==> src/hdl/sbba_pkg.sv <==
// Package for the segregated-bin bump allocator: payload structs, command and
// status structs between controller and datapath, codes and size helpers.
// No dependencies.
`timescale 1ns / 1ps

package sbba_pkg;

   // Geometry
   localparam int NUM_BINS       = 511;
   localparam int CLASS_BYTES    = 64;
   localparam int HEAP_ADDR_BITS = 20;
   localparam int GRANULE_BYTES  = 16;
   localparam int PAGE_BYTES     = 4096;
   localparam int HDR_BYTES      = 8;

   localparam int CLASS_W   = $clog2(NUM_BINS);
   localparam int CLASS_SH  = $clog2(CLASS_BYTES);
   localparam int GRAN_SH   = $clog2(GRANULE_BYTES);
   localparam int PAGE_SH   = $clog2(PAGE_BYTES);
   localparam int GRAN_W    = HEAP_ADDR_BITS - GRAN_SH;
   localparam int LINK_W    = GRAN_W + 1;
   localparam int ADDR_W    = 20;
   localparam int SIZE_W    = 21;
   localparam int PTR_W     = 22;
   localparam int CSR_W     = 21;
   localparam int SMALL_LIMIT = NUM_BINS * CLASS_BYTES;
   localparam int HEAP_SPAN   = 1 << HEAP_ADDR_BITS;

   // Reset values of the registers
   localparam logic [SIZE_W-1:0] HEAP_START_RST = SIZE_W'(4096);
   localparam logic [SIZE_W-1:0] HEAP_END_RST   = SIZE_W'(1048576);

   // Operation codes
   localparam logic [1:0] OP_ALLOC   = 2'd0;
   localparam logic [1:0] OP_FREE    = 2'd1;
   localparam logic [1:0] OP_ALIGNED = 2'd2;

   // Status codes
   localparam logic [1:0] STS_OK        = 2'd0;
   localparam logic [1:0] STS_OOM       = 2'd1;
   localparam logic [1:0] STS_BAD_ALIGN = 2'd2;
   localparam logic [1:0] STS_NULL_FREE = 2'd3;

   // Register indexes
   localparam logic CSR_HEAP_START = 1'b0;
   localparam logic CSR_HEAP_END   = 1'b1;

   typedef struct packed {
      logic [1:0]        op;
      logic [SIZE_W-1:0] req_size;
      logic [ADDR_W-1:0] block_addr;
      logic [ADDR_W-1:0] align_bytes;
   } req_type;

   typedef struct packed {
      logic [ADDR_W-1:0] result_addr;
      logic [1:0]        status;
      logic [SIZE_W-1:0] release_start;
      logic [SIZE_W-1:0] release_length;
   } rsp_type;

   // Controller to datapath
   typedef struct packed {
      logic load_req;     // latch request, preset result
      logic clear_wr;     // clear one bin head
      logic rd_head_in;   // read bin head of incoming size class
      logic free_small;   // read bin head of stored size class
      logic head_pop;     // read link of head block, result = head
      logic link_write;   // bin head <= link
      logic bump_calc;    // align bump pointer
      logic bump_commit;  // place block or flag out of memory
      logic rd_size;      // read size header of freed block
      logic free_push;    // push freed block onto its bin
      logic free_release; // compute released page range
      logic load_rsp;     // move result into output register
   } cmd_type;

   // Datapath to controller
   typedef struct packed {
      logic [1:0] in_op;
      logic       in_small;
      logic       in_bad_align;
      logic       in_null;
      logic       head_valid;
      logic       size_small;
      logic       clear_last;
   } stat_type;

   // Size class: size 0 is class 0, large sizes clamp to the last class
   function automatic logic [CLASS_W-1:0] class_of(input logic [SIZE_W-1:0] size);
      logic [SIZE_W-1:0]          m;
      logic [SIZE_W-CLASS_SH-1:0] c;
      begin
         m = size - SIZE_W'(1);
         c = m[SIZE_W-1:CLASS_SH];
         if (size == '0) begin
            class_of = '0;
         end else if (c >= (SIZE_W-CLASS_SH)'(NUM_BINS - 1)) begin
            class_of = CLASS_W'(NUM_BINS - 1);
         end else begin
            class_of = CLASS_W'(c);
         end
      end
   endfunction

endpackage

==> src/hdl/sbba_ctrl.sv <==
// Controller of the segregated-bin bump allocator: sequences bin clearing,
// list pops and pushes, bump placement and the output register.
// Depends on sbba_pkg.
`timescale 1ns / 1ps

module sbba_ctrl (
   input  logic              clock,
   input  logic              reset,
   input  logic              req_valid,
   output logic              req_stall,
   output logic              rsp_valid,
   input  logic              rsp_stall,
   input  sbba_pkg::stat_type stat,
   output sbba_pkg::cmd_type  cmd
);

   localparam logic [3:0] S_CLEAR = 4'd0;
   localparam logic [3:0] S_IDLE  = 4'd1;
   localparam logic [3:0] S_HEAD  = 4'd2;
   localparam logic [3:0] S_LINK  = 4'd3;
   localparam logic [3:0] S_BUMP1 = 4'd4;
   localparam logic [3:0] S_BUMP2 = 4'd5;
   localparam logic [3:0] S_FSIZE = 4'd6;
   localparam logic [3:0] S_FHEAD = 4'd7;
   localparam logic [3:0] S_DONE  = 4'd8;

   logic [3:0] state_ff, state_in;
   logic       rsp_valid_ff, rsp_valid_in;
   logic       accept;
   logic       slot_free;

   assign req_stall = (state_ff != S_IDLE);
   assign accept    = req_valid && !req_stall;
   assign slot_free = !rsp_valid_ff || !rsp_stall;
   assign rsp_valid = rsp_valid_ff;

   // Next state and commands
   always_comb begin
      state_in = state_ff;
      cmd      = '0;
      case (state_ff)
         S_CLEAR: begin
            cmd.clear_wr = 1'b1;
            if (stat.clear_last) state_in = S_IDLE;
         end
         S_IDLE: begin
            if (accept) begin
               cmd.load_req = 1'b1;
               case (stat.in_op)
                  sbba_pkg::OP_ALLOC: begin
                     if (stat.in_small) begin
                        cmd.rd_head_in = 1'b1;
                        state_in = S_HEAD;
                     end else begin
                        state_in = S_BUMP1;
                     end
                  end
                  sbba_pkg::OP_FREE: begin
                     if (stat.in_null) begin
                        state_in = S_DONE;
                     end else begin
                        cmd.rd_size = 1'b1;
                        state_in = S_FSIZE;
                     end
                  end
                  sbba_pkg::OP_ALIGNED: begin
                     state_in = stat.in_bad_align ? S_DONE : S_BUMP1;
                  end
                  default: state_in = S_DONE;
               endcase
            end
         end
         S_HEAD: begin
            if (stat.head_valid) begin
               cmd.head_pop = 1'b1;
               state_in = S_LINK;
            end else begin
               state_in = S_BUMP1;
            end
         end
         S_LINK: begin
            cmd.link_write = 1'b1;
            state_in = S_DONE;
         end
         S_BUMP1: begin
            cmd.bump_calc = 1'b1;
            state_in = S_BUMP2;
         end
         S_BUMP2: begin
            cmd.bump_commit = 1'b1;
            state_in = S_DONE;
         end
         S_FSIZE: begin
            if (stat.size_small) begin
               cmd.free_small = 1'b1;
               state_in = S_FHEAD;
            end else begin
               cmd.free_release = 1'b1;
               state_in = S_DONE;
            end
         end
         S_FHEAD: begin
            cmd.free_push = 1'b1;
            state_in = S_DONE;
         end
         S_DONE: begin
            if (slot_free) begin
               cmd.load_rsp = 1'b1;
               state_in = S_IDLE;
            end
         end
         default: state_in = S_IDLE;
      endcase
   end

   // Output beat valid: set on load, drop when taken
   always_comb begin
      rsp_valid_in = rsp_valid_ff;
      if (cmd.load_rsp) begin
         rsp_valid_in = 1'b1;
      end else if (!rsp_stall) begin
         rsp_valid_in = 1'b0;
      end
   end

   always_ff @(posedge clock) begin
      if (reset) begin
         state_ff     <= S_CLEAR;
         rsp_valid_ff <= 1'b0;
      end else begin
         state_ff     <= state_in;
         rsp_valid_ff <= rsp_valid_in;
      end
   end

   // Memory writes never collide
   a_write_excl: assert property (@(posedge clock) disable iff (reset)
      $onehot0({cmd.clear_wr, cmd.link_write, cmd.bump_commit, cmd.free_push}))
      else $error("sbba_ctrl: colliding memory writes");

   // Result never overwrites a beat still waiting
   a_no_overrun: assert property (@(posedge clock) disable iff (reset)
      cmd.load_rsp |-> slot_free)
      else $error("sbba_ctrl: output beat overwritten");

   // A new beat appears only after a finished request
   a_rsp_source: assert property (@(posedge clock) disable iff (reset)
      $rose(rsp_valid_ff) |-> $past(state_ff) == S_DONE)
      else $error("sbba_ctrl: output beat without request");

   // No request taken while bins are being cleared
   a_clear_quiet: assert property (@(posedge clock) disable iff (reset)
      state_ff == S_CLEAR |-> !cmd.load_req && !rsp_valid_ff)
      else $error("sbba_ctrl: activity during bin clear");

endmodule

==> config.mk <==
export PLATFORM = sky130hd
export DESIGN_NAME = sbba_ctrl
export DESIGN_NICKNAME = d
export VERILOG_FILES = /design/src/hdl/sbba_pkg.sv /design/src/hdl/sbba_ctrl.sv
export SDC_FILE = /design/constraint.sdc
export NUM_CORES = 1
export LEC_CHECK = 0
export BUFFER_PORTS_ARGS = -buffer_cell sky130_fd_sc_hd__buf_4
export CORE_AREA = 2 2 39 41
export CTS_BUF_LIST = sky130_fd_sc_hd__clkbuf_4 sky130_fd_sc_hd__clkbuf_8
export DETAILED_ROUTE_END_ITERATION = 10
export DIE_AREA = 0 0 41 43
export PLACE_DENSITY = 0.66
export SLEW_MARGIN = 20
export SYNTH_ARGS = -nofsm -noshare
export SYNTH_HDL_FRONTEND = slang
export SYNTH_SLANG_ARGS = --single-unit
==> constraint.sdc <==
create_clock -name clock -period 1.29 [get_ports clock]
set_input_delay 0.129 -clock clock [delete_from_list [all_inputs] [get_ports clock]]
set_output_delay 0.129 -clock clock [all_outputs]
set_load 0.005 [all_outputs]
# Word-level counts from Yosys, hierarchy flattened

Cells that the tools add are included.
Widths: inputs -> output; s select.

Flip-flop bits (word level): 5
Output and inout port bits: 14

Reductions and logical operators: 9
Muxes and demuxes: 35
Eq/ne operators: 15

Operators with widths:

| cell               | number |
|---|---|
| $pmux 4 s7         | 1 |
| $mux 1             | 25 |
| $mux 4             | 6 |
| $eq 4x3->1 const B | 4 |
| $pmux 4 s3         | 1 |
| $eq 4x2->1 const B | 2 |
| $mux 3             | 2 |
| $ne 2x2->1 const B | 3 |
| $eq 4x1->1 const B | 1 |
| $eq 4x4->1 const B | 1 |
| $logic_not 4->1    | 1 |
| $ne 4x1->1 const B | 1 |
| $logic_not 1->1    | 3 |
| $reduce_and 3->1   | 1 |
| $reduce_or 3->1    | 1 |
| $eq 2x1->1 const B | 1 |
| $eq 2x2->1 const B | 1 |
| $logic_not 2->1    | 1 |
| $ne 2x1->1 const B | 1 |
| $logic_and 1x1->1  | 1 |
| $logic_or 1x1->1   | 1 |

# Longest topological paths before layout

Depth in word-level cells: 5
Gate-level depth with buffers: 5
Gate-level depth less buffers: 4

# Worst setup path after synthesis

No wires, ideal clock.

Kind: reg2reg
Start point: register state_ff[1]
End point: register state_ff[3]
Stages on the path, launching flop included: 5
Buffers on the path: 1
Path slack: -0.107 ns
Period minus slack after synthesis: 1.397 ns
Arrival: 1.310 ns
Library setup time: 0.087 ns
Data required time: 1.203 ns
Cell sequence: dfxtp_1 -> buf_6 -> or4b_4 -> or3_1 -> o31ai_1

Cells in the longest elaborated chain, start to end: 5
Elaborated cells on any way between the ends: 18
Those cells by class: eq/ne (12); mux (1); reduce/logical (5)

Ends and longest elaborated chain:

| item                       | line             | text |
|---|---|---|
| start: declaration         | sbba_ctrl.sv:27  | `logic [3:0] state_ff, state_in;` |
| start signal: assignment   | sbba_ctrl.sv:131 | `state_ff <= state_in;` |
| $ne 4x1->1                 | sbba_ctrl.sv:32  | `assign req_stall = (state_ff != S_IDLE);` |
| $logic_not 1->1            | sbba_ctrl.sv:33  | `assign accept = req_valid && !req_stall;` |
| $logic_and 1x1->1          | sbba_ctrl.sv:33  |  |
| $ne 2x2->1 (no line)       | --               |  |
| $reduce_and 3->1 (no line) | --               |  |

Parallel ways exist; a longest one is shown, timed or not.
A chain may end at the register's enable or synchronous reset.

==> PnR_summary.wiki <==
{| class="wikitable"
! Metric !! Value
|-
| Outcome || complete, but fails checks
|-
| Failing checks || negative setup slack
|-
| Num rows || 14
|-
| Die Ht || approximately 43 um
|-
| Critical-path maximum fanout || 4
|-
| Number of library cell types mapped by synthesis || 29
|-
| RR Endpoint || state_ff[3]$_SDFFE_PP0P_
|-
| Hold violation total from the final report || 0
|-
| Worst R2R Setup Slack || -90 ps
|-
| Maximum number of pins on one net before global-route repair || 10
|-
| Arr. time, crit path || ~1400 ps
|-
| Clock sink count || 5
|-
| Flip-flop cell with the highest count after synthesis || sky130_fd_sc_hd__dfxtp_1
|-
| Hold path startpoint || reset
|-
| Number of synthesized register bits || 5
|-
| Most common cell after layout, fill and taps aside || sky130_fd_sc_hd__buf_4
|-
| 1st-iter DRT viols || 3
|-
| Final WL || about 1.4 mm
|-
| Clock tree root driver cell || sky130_fd_sc_hd__clkbuf_4
|-
| Required time of the critical path || roughly 1200 ps
|-
| Number of failing setup endpoints in the final timing report || 11
|-
| Number of max-capacitance violations reported || 0
|-
| Ports placed on the boundary || 26
|-
| Number of buffers created by CTS || 3
|-
| Vias in the first global route || 550
|-
| Startpoint types || flop
|-
| Reg2reg start || state_ff[1]$_SDFFE_PP0P_
|-
| Critical path endpoint || cmd[0]
|-
| Crit. Startpoint || state_ff[1]$_SDFFE_PP0P_
|-
| Number of buffer cells added on primary ports || 25
|-
| Shortest period the worst path allows || 1500 ps
|-
| Width of the die || between 40 and 50 um
|-
| Placeable core area || 1380 um2
|-
| Clock skew || 6.91 ps
|-
| Async set-reset flop share out of synthesis || 0%
|-
| Detailed-router iteration count before antenna repair || 4
|-
| Layout Cells excl Fill || roughly 110
|-
| GR Util All Layers || 18.0%
|-
| Later-pin clock latency in the skew report || 240 ps
|-
| Post-synthesis to final-layout area growth || 92.4%
|-
| Final estimated routing congestion in global placement || about 0.75
|-
| Hpwl dp || 958 um
|-
| Hold_ws || between 70 and 80 ps
|-
| Fraction of layout cells with a size suffix above 1 || 65.6%
|-
| Maximum operating frequency || approximately 670 MHz
|-
| WL/cell || 12.4 um
|-
| Post-Synthesis Net Count || 72
|-
| Antenna Diode Count || 0
|-
| Clock Pin Slew Worst Setup and Hold Paths || 50 ps
|-
| Initial antenna violation count || 0
|-
| Sequential cell area fraction in the yosys report || approximately 23%
|-
| Min-delay worst type || input pin to flop
|-
| Worst slew slack as a fraction of its limit || ~81%
|-
| P per Cell Area || approximately 640 nW/um2
|-
| Leading cell types in the layout, fill and taps excluded || 29 x sky130_fd_sc_hd__buf_4, 8 x sky130_fd_sc_hd__buf_6, 4 x sky130_fd_sc_hd__nor3_2, 4 x sky130_fd_sc_hd__a21oi_1, 4 x sky130_fd_sc_hd__clkbuf_4
|-
| Layout Nets || roughly 110
|-
| Vias after detailed routing || about 570
|-
| Worst setup path class || flop to primary output
|-
| Transition time of the tightest slew-check pin || 286 ps
|-
| Fin crit share || 116%
|-
| Post-detailed-route count of antenna-violating nets || 0
|-
| Reported leakage power || ~0.38 nW
|-
| Mean instance size in the synthesized netlist || about 7.4 um2
|-
| Yosys warns || 0
|-
| IR drop worst, VDD || approximately 330 uV
|-
| PnR worst setup slack || -205 ps
|-
| Worst reg2reg path depth || 3
|-
| Number of cells after detailed placement || 105
|-
| Wire length of the first global-routing pass || 2.20 mm
|-
| Htree depth || 1
|-
| TritonCTS clock tree || built
|-
| Type of element capturing the critical path || primary output
|-
| Maximum buffer depth of the clock tree || 2
|-
| Area enclosed by the die boundary || about 1800 um2
|-
| Count of unresolved DRC violations after routing || 0
|-
| Vias/cell || ~5.1
|-
| Synthesized netlist cell count || 60
|-
| # hold bufs at CTS || 0
|-
| Initial core utilization || a little under a third
|-
| Cell area after synthesis || ~440 um2
|-
| Global route total overflow || 0
|-
| RSZ-0062 raised after global routing || true
|-
| Final slew viol count || 0
|-
| EDFF count, synth || 0
|}
area by class of cell:
class | instances | area, um2
Tap cell | 16 | 20.0
Timing Repair Buffer | 37 | 308
Sequential cell | 5 | 108
Clock buffer | 4 | 30.0
Fill cell | 125 | 534
Inverter | 4 | 17.5
Multi-Input combinational cell | 46 | 367
state kept, by name, indices dropped and copies added (netlist names):
signal	flops
state_ff	4
rsp_valid	1
logic make-up (layout without fill, tap and decap cells):
| logic type | after synthesis | after routing | synth area share [%] |
|---|---|---|---|
| simple gates | 29 | 29 | 39.1 |
| compound gates | 15 | 15 | 22.7 |
| buf+inv | 9 | 45 | 11.0 |
| flops | 5 | 5 | 22.7 |
| mux | 2 | 2 | 4.53 |
worst min-delay path by stage:
stage / to / slack [ps] / cells past startpoint
after global routing: rsp_valid$_SDFFE_PP0P_ / 60 / 2
after CTS: state_ff[0]$_SDFFE_PP0P_ / 60 / 2
after detailed placement: rsp_valid$_SDFFE_PP0P_ / 320 / 2
after global placement: rsp_valid$_SDFFE_PP0P_ / 320 / 2
after floorplan: rsp_valid$_SDFFE_PP0P_ / 200 / 1
final: state_ff[0]$_SDFFE_PP0P_ / 70 / 2
synth_stat cells, drive strengths merged, types with 2 or more instances:
cell type / instances / area (um2)
nand2b: 3 / 18.8
a21oi: 5 / 25.0
nand2: 6 / 22.5
inv: 4 / 15.0
buf: 5 / 33.8
a211o: 2 / 17.5
dfxtp: 5 / 100
or3: 2 / 12.5
o21ai: 2 / 10.0
nor2: 5 / 18.8
nor3: 4 / 20.0
mux2i: 2 / 20.0
timing repair:
item / in CTS / in global routing
resized for setup: 24 / 9
pin swaps: 8 / 6
hold endpoints to repair: 0 / 0
setup endpoints to repair: 15 / 17
setup buffers: 3 / 1
per-stage QoR:
| step | instance area, um2 | util [%] | worst slack, ps | TNS, ps | power, mW |
|---|---|---|---|---|---|
| floorplan | 442 | - | -107 | -127 | 0.226 |
| global placement | 683 | 49.4 | -49.8 | -53.6 | 0.303 |
| detailed placement | 683 | 49.4 | -63.8 | -82.6 | 0.303 |
| CTS | 822 | 59.4 | -199 | -1160 | 0.536 |
| global route | 850 | 61.4 | -257 | -2000 | 0.582 |
| finish | 850 | 61.4 | -205 | -1120 | 0.545 |
critical path: stages (launching register included):
cell                      delay (ps)
sky130_fd_sc_hd__dfxtp_4         360
sky130_fd_sc_hd__or4b_4          540
sky130_fd_sc_hd__a21oi_2         120
sky130_fd_sc_hd__buf_4           110
report_power, final:
| group | total [mW] | internal [mW] | switching, mW |
|---|---|---|---|
| combinational | 0.179 | 0.105 | 0.0738 |
| sequential | 0.164 | 0.159 | 0.00559 |
| clock | 0.201 | 0.138 | 0.0635 |
layer usage:
| metal | track usage (%) | up-vias | part of all wire, % | wire length (um) |
|---|---|---|---|---|
| li1 | - | 293 | - | - |
| met1 | 20.6 | 250 | 42 | 584 |
| met2 | 30.3 | 23 | 52 | 727 |
| met3 | 4.71 | 0 | 5.8 | 81 |
| met4 | 6.00 | 0 | 0 | 0 |
| met5 | 0 | - | 0 | 0 |
No activity file was read; power rests on OpenSTA's default activity.
